File: config.mk
export PLATFORM = sky130hd
export DESIGN_NAME = pc1_stream_cipher_encrypt_unit
export DESIGN_NICKNAME = d
export VERILOG_FILES = /design/src/rtl/pc1_sce_pkg.sv /design/src/rtl/pc1_sce_sequencer.sv /design/src/rtl/pc1_sce_datapath.sv /design/src/rtl/pc1_stream_cipher_encrypt_unit.sv
export SDC_FILE = /design/constraint.sdc
export NUM_CORES = 1
export LEC_CHECK = 0
export BUFFER_PORTS_ARGS = -buffer_cell sky130_fd_sc_hd__buf_2
export CORE_ASPECT_RATIO = 0.7
export CORE_MARGIN = 2
export CORE_UTILIZATION = 35
export CTS_BUF_LIST = sky130_fd_sc_hd__clkbuf_2
export DETAILED_ROUTE_END_ITERATION = 12
export MAX_ROUTING_LAYER = met4
export PLACE_DENSITY = 0.56
export SKIP_LAST_GASP = 1
export SLEW_MARGIN = 10
export SYNTH_ARGS = -nofsm -noshare
export SYNTH_HDL_FRONTEND = slang
export SYNTH_SLANG_ARGS = --single-unit
File: constraint.sdc
create_clock -name aclk -period 9.1 [get_ports aclk]
set_input_delay 0.91 -clock aclk [delete_from_list [all_inputs] [get_ports aclk]]
set_output_delay 0.91 -clock aclk [all_outputs]
set_load 0.02 [all_outputs]
File: src/rtl/pc1_sce_pkg.sv
// Shared types, constants and the control store of the PC1 encrypt unit.
// Used by the sequencer, the datapath and the top level; depends on nothing.
package pc1_sce_pkg;

    localparam int KEY_BYTES = 16;
    localparam int KEY_HALF  = KEY_BYTES / 2;
    localparam int ROUNDS    = 8;
    localparam int ROUND_W   = $clog2(ROUNDS);

    localparam logic [15:0] MUL_A = 16'h015A;
    localparam logic [15:0] MUL_B = 16'h4E35;

    localparam int CFG_IDX_W = 2;
    localparam logic [CFG_IDX_W-1:0] CFG_KEY_HIGH = 2'd0;
    localparam logic [CFG_IDX_W-1:0] CFG_KEY_LOW  = 2'd1;

    localparam int STEP_W = 2;
    localparam logic [STEP_W-1:0] STEP_WAIT   = 2'd0;
    localparam logic [STEP_W-1:0] STEP_LOAD   = 2'd1;
    localparam logic [STEP_W-1:0] STEP_ROUND  = 2'd2;
    localparam logic [STEP_W-1:0] STEP_FINISH = 2'd3;

    localparam logic [1:0] COND_NEVER       = 2'd0;
    localparam logic [1:0] COND_NO_INPUT    = 2'd1;
    localparam logic [1:0] COND_ROUNDS_LEFT = 2'd2;
    localparam logic [1:0] COND_OUT_BUSY    = 2'd3;

    typedef logic [7:0] pc1_byte_t;

    typedef struct packed {
        logic accept;
        logic load;
        logic round;
        logic finish;
    } pc1_ops_t;

    typedef struct packed {
        pc1_ops_t          ops;
        logic [1:0]        cond;
        logic [STEP_W-1:0] jump_step;
        logic [STEP_W-1:0] next_step;
    } pc1_uword_t;

    typedef struct packed {
        logic in_valid;
        logic rounds_left;
        logic out_busy;
    } pc1_status_t;

    // Control store: when the condition holds the sequencer goes to jump_step,
    // otherwise to next_step.
    function automatic pc1_uword_t pc1_ucode(input logic [STEP_W-1:0] step);
        pc1_uword_t w;
        w = '0;
        unique case (step)
            STEP_WAIT: begin
                w.ops.accept = 1'b1;
                w.cond       = COND_NO_INPUT;
                w.jump_step  = STEP_WAIT;
                w.next_step  = STEP_LOAD;
            end
            STEP_LOAD: begin
                w.ops.load  = 1'b1;
                w.cond      = COND_NEVER;
                w.jump_step = STEP_LOAD;
                w.next_step = STEP_ROUND;
            end
            STEP_ROUND: begin
                w.ops.round = 1'b1;
                w.cond      = COND_ROUNDS_LEFT;
                w.jump_step = STEP_ROUND;
                w.next_step = STEP_FINISH;
            end
            STEP_FINISH: begin
                w.ops.finish = 1'b1;
                w.cond       = COND_OUT_BUSY;
                w.jump_step  = STEP_FINISH;
                w.next_step  = STEP_WAIT;
            end
            default: w = '0;
        endcase
        return w;
    endfunction

endpackage

File: src/rtl/pc1_sce_sequencer.sv
// Microcode sequencer: step counter, control store lookup and branch logic.
// Depends on pc1_sce_pkg.
module pc1_sce_sequencer (
    input  logic                    aclk,
    input  logic                    aresetn,
    input  pc1_sce_pkg::pc1_status_t status,
    output pc1_sce_pkg::pc1_ops_t    ops
);
    import pc1_sce_pkg::*;

    logic [STEP_W-1:0] step_reg;
    logic [STEP_W-1:0] step_next;
    pc1_uword_t        uword;
    logic              cond_true;

    assign uword = pc1_ucode(step_reg);
    assign ops   = uword.ops;

    always_comb begin
        unique case (uword.cond)
            COND_NEVER:       cond_true = 1'b0;
            COND_NO_INPUT:    cond_true = !status.in_valid;
            COND_ROUNDS_LEFT: cond_true = status.rounds_left;
            COND_OUT_BUSY:    cond_true = status.out_busy;
            default:          cond_true = 1'b0;
        endcase
        step_next = cond_true ? uword.jump_step : uword.next_step;
    end

    always_ff @(posedge aclk) begin
        if (!aresetn) begin
            step_reg <= STEP_WAIT;
        end else begin
            step_reg <= step_next;
        end
    end

endmodule

File: src/rtl/pc1_sce_datapath.sv
// Datapath of the PC1 encrypt unit: key registers, rotating working key,
// mixing registers, one cipher round per cycle and the output register.
// Depends on pc1_sce_pkg; driven by pc1_sce_sequencer.
module pc1_sce_datapath (
    input  logic                              aclk,
    input  logic                              aresetn,
    input  pc1_sce_pkg::pc1_ops_t             ops,
    output pc1_sce_pkg::pc1_status_t          status,
    input  logic                              s_tvalid,
    input  logic [7:0]                        s_tdata,
    input  logic                              s_tuser,
    input  logic                              cfg_valid,
    input  logic [pc1_sce_pkg::CFG_IDX_W-1:0] cfg_index,
    input  logic [63:0]                       cfg_data,
    input  logic                              m_tready,
    output logic                              m_tvalid,
    output logic [7:0]                        m_tdata
);
    import pc1_sce_pkg::*;

    logic [63:0]        key_high_reg;
    logic [63:0]        key_low_reg;
    pc1_byte_t          key_reg [KEY_BYTES];
    logic [15:0]        mix_reg;
    logic [15:0]        sum_reg;
    logic [15:0]        chain_reg;
    logic [15:0]        acc_reg;
    logic [ROUND_W-1:0] round_reg;
    pc1_byte_t          plain_reg;
    logic               start_reg;
    logic               out_valid_reg;
    pc1_byte_t          out_data_reg;

    logic [15:0] word;
    logic [15:0] k;
    logic [15:0] idx;
    logic [31:0] prod_seed;
    logic [31:0] prod_idx;
    logic [31:0] prod_chain;
    logic [15:0] new_seed;
    logic [15:0] new_sum;
    logic [15:0] new_chain;

    // The working key rotates by two bytes per round, so the round word is
    // always taken from the first two bytes.
    assign word       = {key_reg[0], key_reg[1]};
    assign k          = chain_reg ^ word;
    assign idx        = sum_reg + {{(16-ROUND_W){1'b0}}, round_reg};
    assign prod_seed  = k * MUL_A;
    assign prod_idx   = idx * MUL_B;
    assign prod_chain = k * MUL_B;
    assign new_seed   = prod_seed[15:0];
    assign new_sum    = new_seed + prod_idx[15:0] + mix_reg;
    assign new_chain  = prod_chain[15:0] + 16'd1;

    assign status.in_valid    = s_tvalid;
    assign status.rounds_left = (round_reg != ROUND_W'(ROUNDS - 1));
    assign status.out_busy    = out_valid_reg && !m_tready;

    assign m_tvalid = out_valid_reg;
    assign m_tdata  = out_data_reg;

    always_ff @(posedge aclk) begin
        if (!aresetn) begin
            key_high_reg <= '0;
            key_low_reg  <= '0;
        end else if (cfg_valid) begin
            if (cfg_index == CFG_KEY_HIGH) begin
                key_high_reg <= cfg_data;
            end
            if (cfg_index == CFG_KEY_LOW) begin
                key_low_reg <= cfg_data;
            end
        end
    end

    always_ff @(posedge aclk) begin
        if (!aresetn) begin
            for (int i = 0; i < KEY_BYTES; i++) begin
                key_reg[i] <= '0;
            end
            mix_reg       <= '0;
            sum_reg       <= '0;
            chain_reg     <= '0;
            acc_reg       <= '0;
            round_reg     <= '0;
            start_reg     <= 1'b0;
            out_valid_reg <= 1'b0;
        end else begin
            if (out_valid_reg && m_tready) begin
                out_valid_reg <= 1'b0;
            end
            if (ops.accept && s_tvalid) begin
                plain_reg <= s_tdata;
                start_reg <= s_tuser;
            end
            if (ops.load) begin
                chain_reg <= '0;
                acc_reg   <= '0;
                round_reg <= '0;
                if (start_reg) begin
                    for (int i = 0; i < KEY_HALF; i++) begin
                        key_reg[i]          <= key_high_reg[63-8*i -: 8];
                        key_reg[i+KEY_HALF] <= key_low_reg[63-8*i -: 8];
                    end
                    mix_reg <= '0;
                    sum_reg <= '0;
                end
            end
            if (ops.round) begin
                for (int i = 0; i < KEY_BYTES; i++) begin
                    key_reg[i] <= key_reg[(i + 2) % KEY_BYTES];
                end
                mix_reg   <= new_seed;
                sum_reg   <= new_sum;
                chain_reg <= new_chain;
                acc_reg   <= acc_reg ^ new_chain ^ new_sum;
                round_reg <= round_reg + 1'b1;
            end
            // The result is only written once the output register is free.
            if (ops.finish && !status.out_busy) begin
                for (int i = 0; i < KEY_BYTES; i++) begin
                    key_reg[i] <= key_reg[i] ^ plain_reg;
                end
                out_data_reg  <= plain_reg ^ acc_reg[15:8] ^ acc_reg[7:0];
                out_valid_reg <= 1'b1;
            end
        end
    end

endmodule

File: src/rtl/pc1_stream_cipher_encrypt_unit.sv
// PC1 128-bit-key stream cipher, encrypt direction, one byte per item.
// After an input item is accepted the sequencer runs one key-load step, eight
// round steps and one finish step; the finish step waits while the output is stalled.
// A new item is taken only once the previous one has finished, since the eight
// dependent rounds share one round unit.
// Reset (aresetn, synchronous, active low) clears keys, working key and mixing state.
module pc1_stream_cipher_encrypt_unit (
    input  logic                              aclk,
    input  logic                              aresetn,
    input  logic                              s_tvalid,
    output logic                              s_tready,
    input  logic [7:0]                        s_tdata,   // [7:0] plain_byte
    input  logic                              s_tuser,   // [0] start_message
    output logic                              m_tvalid,
    input  logic                              m_tready,
    output logic [7:0]                        m_tdata,   // [7:0] cipher_byte
    input  logic                              cfg_valid,
    output logic                              cfg_ready,
    input  logic [pc1_sce_pkg::CFG_IDX_W-1:0] cfg_index,
    input  logic [63:0]                       cfg_data
);
    import pc1_sce_pkg::*;

    pc1_ops_t    ops;
    pc1_status_t status;

    assign s_tready  = ops.accept;
    assign cfg_ready = 1'b1;

    pc1_sce_sequencer u_seq (
        .aclk    (aclk),
        .aresetn (aresetn),
        .status  (status),
        .ops     (ops)
    );

    pc1_sce_datapath u_dp (
        .aclk      (aclk),
        .aresetn   (aresetn),
        .ops       (ops),
        .status    (status),
        .s_tvalid  (s_tvalid),
        .s_tdata   (s_tdata),
        .s_tuser   (s_tuser),
        .cfg_valid (cfg_valid),
        .cfg_index (cfg_index),
        .cfg_data  (cfg_data),
        .m_tready  (m_tready),
        .m_tvalid  (m_tvalid),
        .m_tdata   (m_tdata)
    );

endmodule

==> summary.txt, run 1 <==
outcome: finished clean
fmax: 115 MHz
Post-Synthesis Cells: 2290
slowest stage cell, crit path: fa_1
clk slew on worst S/H paths: 110 ps
met1 WL: 35100 µm
Final Cycle Share: 95.3%
H-tree depth: 3
antenna violations before repair: 5
Syn-to-layout area delta: 12.4%
Hold WC Path Type: input pin to register
core box area: 61900 µm²
Worst R2R Start: u_dp.key_reg[0][10]
met2 routed WL: 27500 µm
gr usage total: 22.2%
endpoints failing setup: 0
Max Slew Vio Count: 0
worst hold start: cfg_data[9]
Vias/cell: 5.21
area occupied by multi-input gates: 12300 µm²
largest net degree at the start of global routing: 85
CTS tree: done
net count after synthesis: 2653
Detailed Route WL: 71100 µm
layout cells sized above 1: 12.3%
vias: 17400
Row Count: 76
FF+latch area: 8290 µm²
Hold Path Stages: 3
Starting Density: 35.6%
Longest Clk Path Bufs: 3
R2R Path End: u_dp.acc_reg[15]
MaxCap Viol Count: 0
EDFF count, synth: 144
total CTS buffers: 90
Tmin final: 8670 ps
Setup Skew: 142 ps
max reg flops: 128
first-pass GRT wire length: 106000 µm
clk_lat worst skew: 1180 ps
Root Buffer: clkbuf_2
per-cell routed wire length: 21.3 µm
Sum Neg Setup Slack: 0 ps
Most common cell on crit path: fa_1
syn_area_per_cell: 9.61 µm²
hold endpoint: u_dp.key_high_reg[9]
WS Path Type: register to register
fraction of registers with async set/reset: 0%
CP arrival: 9710 ps
DRT Pass-1 Iters: 5
top layer in use: met4
met3 wire len: 7210 µm
CP Max Fanout: 4
max_slew headroom: 11.0%
# IOs: 91
#FFs+latches synth: 342
Worst Setup End Kind: register
Worst R2R Path Depth: 30
fill count: 6159
Cell variety after synth: 65
Post-DRT Antenna Nets: 0
Num Clock Sinks: 342
Die X: 304 µm
vias in the first global route: 16700
final hold viol count: 0
mapped cell area: 22000 µm²
Tightest Pin Transition: 1330 ps
Post-synth top flop: dfxtp_1
GRT overflow: 0
YS warnings: 0
hpwl dp: 49000 µm
DR iter-0 viols: 1817
die area: 65000 µm²
setup slack on the worst flop-to-flop path: 430 ps
Die H: 214 µm
Routability Congestion: 0.933
sequential area share after synthesis: 37.6%
Largest stage delay, worst path: 530 ps
drt drc: 0
Port Buffers: 89
final net count: 2800
RSZ-0062 raised after global routing: false
Required @ worst endpoint: 10140 ps
crit start category: register
-- layer usage --
layer,vias to the layer above,GRT usage (%)
met5,-,-
met4,0,5.64
met3,94,5.94
met2,747,28.7
met1,8500,33.5
li1,8025,-
-- how the worst max path moves through the flow --
stage,from,end,slack (ps)
final,u_dp.key_reg[0][10],u_dp.acc_reg[15],430
after global placement,u_dp.key_reg[0][13],u_dp.acc_reg[15],550
after CTS,u_dp.key_reg[0][13],u_dp.acc_reg[15],320
after detailed placement,u_dp.key_reg[0][13],u_dp.acc_reg[15],380
after global routing,u_dp.key_reg[0][11],u_dp.acc_reg[15],20
after floorplan,u_dp.key_reg[0][11],u_dp.acc_reg[15],860
-- synth_stat cells (3+ instances only) --
master	n	area, µm²
buf_1	15	56.3
nor2b_1	5	31.3
a21o_1	7	52.6
and2_1	7	43.8
nor2_1	115	432
nand3b_1	3	22.5
dfxtp_1	198	3960
and3_1	6	37.5
a211oi_1	28	210
o31ai_1	3	22.5
o22ai_1	48	300
nand3_1	11	55.1
ha_1	175	2190
o21ai_0	41	205
nor3_1	20	100
mux2i_1	73	731
xor2_1	66	578
a221oi_1	16	140
inv_1	252	946
xnor2_1	197	1730
or3_1	3	18.8
o21bai_1	4	30.0
a21boi_0	3	22.5
buf_6	3	33.8
a31oi_1	5	31.3
a221o_1	8	80.1
edfxtp_1	144	4320
o21a_1	6	45.0
a22oi_1	67	503
nand2_1	317	1190
or2_2	5	31.3
clkbuf_1	105	394
fa_1	108	2160
a21oi_1	189	946
-- cells in the final DEF, fill, tap and decap left out, types with 4 or more instances in the layout --
cell type	netlist	routed
a211oi_1	28	28
a21o_1	7	7
a21oi_1	189	188
a221o_1	8	8
a221oi_1	16	16
a22oi_1	67	67
a31oi_1	5	5
and2_1	7	5
and3_1	6	6
buf_2	1	89
buf_4	1	36
clkbuf_2	0	126
clkinv_1	1	21
clkinv_2	0	13
dfxtp_1	198	198
dlygate4sd3_1	0	56
edfxtp_1	144	144
fa_1	108	108
ha_1	175	174
inv_1	252	252
mux2i_1	73	73
nand2_1	317	313
nand2_2	1	5
nand3_1	11	11
nor2_1	115	113
nor2b_1	5	5
nor3_1	20	20
o21a_1	6	6
o21ai_0	41	40
o21bai_1	4	4
o22ai_1	48	48
or2_2	5	5
xnor2_1	197	195
xor2_1	66	65
-- stage by stage --
| stage | utilization [%] | cells | hold WS, ps | setup slack [ps] | area, µm² |
|---|---|---|---|---|---|
| floorplan | - | 2290 | 432 | 861 | 22000 |
| global placement | 37.6 | 3107 | 441 | 553 | 23300 |
| detailed placement | 37.6 | 3107 | 446 | 376 | 23300 |
| CTS | 39.9 | 3330 | 0.0111 | 323 | 24700 |
| global route | 40.0 | 3334 | 18.5 | 21.2 | 24800 |
| finish | 40.0 | 3334 | 102 | 426 | 24800 |
-- kinds of logic after synthesis --
logic type | synth area share (%)
compound gates | 12.2
mux | 3.32
xor+xnor | 10.9
simple gates | 9.56
buf+inv | 6.65
flops | 37.6
other cells | 0.0170
fa+ha+maj | 19.8
-- layout make-up --
class                           instances  share of cell area, %
Multi-Input combinational cell       1568                   49.8
Clock buffer                          126                   2.55
Sequential cell                       342                   33.5
Antenna cell                            3                 0.0303
Inverter                              254                   3.87
Clock inverter                         41                  0.970
Timing Repair Buffer                  181                   5.16
Tap cell                              819                   4.14
-- worst max-delay path: cells and delay by family (launching register included) --
family / cells / cell delay [ps]
xor+xnor: 10 / 2440
buf+inv: 4 / 270
compound gates: 6 / 1000
simple gates: 1 / 320
fa+ha+maj: 9 / 4020
flops: 1 / 500
-- timing repair --
| action | in CTS | in global routing |
|---|---|---|
| buffers inserted | 0 | 1 |
| hold buffers | 56 | 0 |
| endpoints found under the hold margin | 95 | 0 |
| gates resized for setup | 0 | 4 |
| setup endpoints to repair | 0 | 1 |
Power of run 1 is left out: the tool's default activity adds up to more than one toggle a clock period on the data nets, which glitch-free logic cannot reach.
==> run 2: changes to the inputs <==
==> constraint.sdc (replaced) <==
create_clock -name aclk -period 10.8 [get_ports aclk]
set_input_delay 1.08 -clock aclk [delete_from_list [all_inputs] [get_ports aclk]]
set_output_delay 1.08 -clock aclk [all_outputs]
set_load 0.02 [all_outputs]
==> summary.txt, run 2 (synthesized netlist as in run 1, its figures left out) <==
per-cell routed wire length: 21.1 µm (-0.96%)
Die X: 304 µm (unchanged)
clk slew on worst S/H paths: 130 ps (+20 ps)
Hold Path Stages: 3 (unchanged)
setup slack on the worst flop-to-flop path: 1730 ps (+1310 ps)
RSZ-0062 raised after global routing: false
core box area: 61900 µm² (unchanged)
commonest non-fill, non-tap cell in the layout: nand2_1
hold endpoint: u_dp.key_low_reg[48]
Port Buffers: 89 (unchanged)
Syn-to-layout area delta: 9.63%
vias: 16900 (-2.8%)
fill count: 6195 (+0.58%)
most frequent cells in the layout: nand2_1, inv_1, dfxtp_1
Max Slew Vio Count: 0 (unchanged)
Detailed Route WL: 69000 µm (-3.0%)
Worst R2R Start: u_dp.key_reg[0][11]
Starting Density: 35.6% (unchanged)
Vias/cell: 5.17 (-0.73%)
gr usage total: 21.8% (-0.47 points)
R2R Path End: u_dp.acc_reg[15]
die area: 65000 µm² (unchanged)
final hold viol count: 0 (unchanged)
outcome: finished clean
first-pass GRT wire length: 103000 µm (-1.9%)
max reg flops: 128 (unchanged)
endpoints failing setup: 0 (unchanged)
slowest stage cell, crit path: xnor2_1
Largest stage delay, worst path: 630 ps (+100 ps)
total CTS buffers: 87 (-3.3%)
post-cts resize count: 0 (unchanged)
worst hold start: cfg_data[48]
CP Max Fanout: 7 (+3)
Post CTS Setup Buffer Count: 0 (unchanged)
Most common cell on crit path: inv_1
max_slew headroom: 29.6% (+19 points)
vias in the first global route: 16400 (-1.6%)
H-tree depth: 3 (unchanged)
# IOs: 91 (unchanged)
Tmin final: 9070 ps (+393 ps)
Sum Neg Setup Slack: 0 ps (unchanged)
largest net degree at the start of global routing: 85 (unchanged)
fmax: 110 MHz (-4.3%)
antenna violations before repair: 4 (-1)
Final Cycle Share: 84.0% (-11 points)
drt drc: 0 (unchanged)
Worst R2R Path Depth: 31 (+3.3%)
Placed Cells: 3100 (-0.23%)
Required @ worst endpoint: 11760 ps (+1620 ps)
WS Path Type: register to register
MaxCap Viol Count: 0 (unchanged)
layout cells sized above 1: 11.9% (-0.46 points)
Num Clock Sinks: 342 (unchanged)
Routability Congestion: 0.943 (+1.0%)
cts hold-fix bufs: 0 (-100%)
CP arrival: 10030 ps (+320 ps)
Root Buffer: clkbuf_2
Setup Skew: 117 ps (-25.1 ps)
GRT overflow: 0 (unchanged)
DRT Pass-1 Iters: 5 (unchanged)
Hold WC Path Type: input pin to register
DR iter-0 viols: 1632 (-10%)
CTS tree: done
hpwl dp: 48300 µm (-1.5%)
Worst Setup SP: u_dp.key_reg[0][11]
Final Instance Count excl. Fillers: 3266 (-2.0%)
final net count: 2733 (-2.4%)
Row Count: 76 (unchanged)
Longest Clk Path Bufs: 3 (unchanged)
Tightest Pin Transition: 1060 ps (-270 ps)
Post-DRT Antenna Nets: 0 (unchanged)
Worst Setup End Kind: register
crit start category: register
Die H: 214 µm (unchanged)
clk_lat worst skew: 1130 ps (-50 ps)
==> run 2: layout make-up <==
| cell class | count | area (µm²) | share of cell area (%) |
|---|---|---|---|
| Tap cell | 819 | 1020 | 4.25 |
| Timing Repair Buffer | 117 | 656 | 2.72 |
| Clock buffer | 129 | 646 | 2.67 |
| Antenna cell | 6 | 15.0 | 0.0622 |
| Clock inverter | 31 | 241 | 1.00 |
| Sequential cell | 342 | 8290 | 34.3 |
| Multi-Input combinational cell | 1568 | 12300 | 51.0 |
| Inverter | 254 | 958 | 3.97 |
==> run 2: worst max path at each step <==
stage	end	cells past startpoint	slack [ps]
5_1_grt	u_dp.acc_reg[15]	31	1110
2_1_floorplan	u_dp.acc_reg[15]	31	2560
6_report	u_dp.acc_reg[15]	31	1730
3_3_place_gp	u_dp.acc_reg[15]	31	1940
3_5_place_dp	u_dp.acc_reg[15]	31	1910
4_1_cts	u_dp.acc_reg[15]	31	1740
==> run 2: layer usage <==
metal | routed length, µm | part of all wire [%] | global-route usage (%) | vias to the layer above
li1 | - | - | - | 7893
met1 | 35000 | 51 | 32.7 | 8325
met2 | 26200 | 38 | 27.5 | 591
met3 | 6530 | 9.5 | 6.82 | 79
met4 | 1230 | 1.8 | 5.30 | 0
met5 | 0 | 0 | - | -
==> run 2: per-stage QoR <==
step | util [%] | area, µm² | setup WS [ps] | hold WS [ps]
detailed placement | 37.5 | 23200 | 1910 | 442
finish | 39.0 | 24100 | 1730 | 181
CTS | 39.0 | 24100 | 1740 | 61.9
global placement | 37.5 | 23200 | 1940 | 442
global route | 39.0 | 24100 | 1110 | 57.3
floorplan | - | 22000 | 2560 | 432
==> run 2: worst max-delay path: cells and delay by family (launching register included) <==
kind | cells | cell delay, ps
fa+ha+maj | 10 | 4430
xor+xnor | 4 | 1520
compound gates | 6 | 1360
buf+inv | 8 | 650
flops | 1 | 490
simple gates | 3 | 470
Power of run 2 is left out for the same reason.
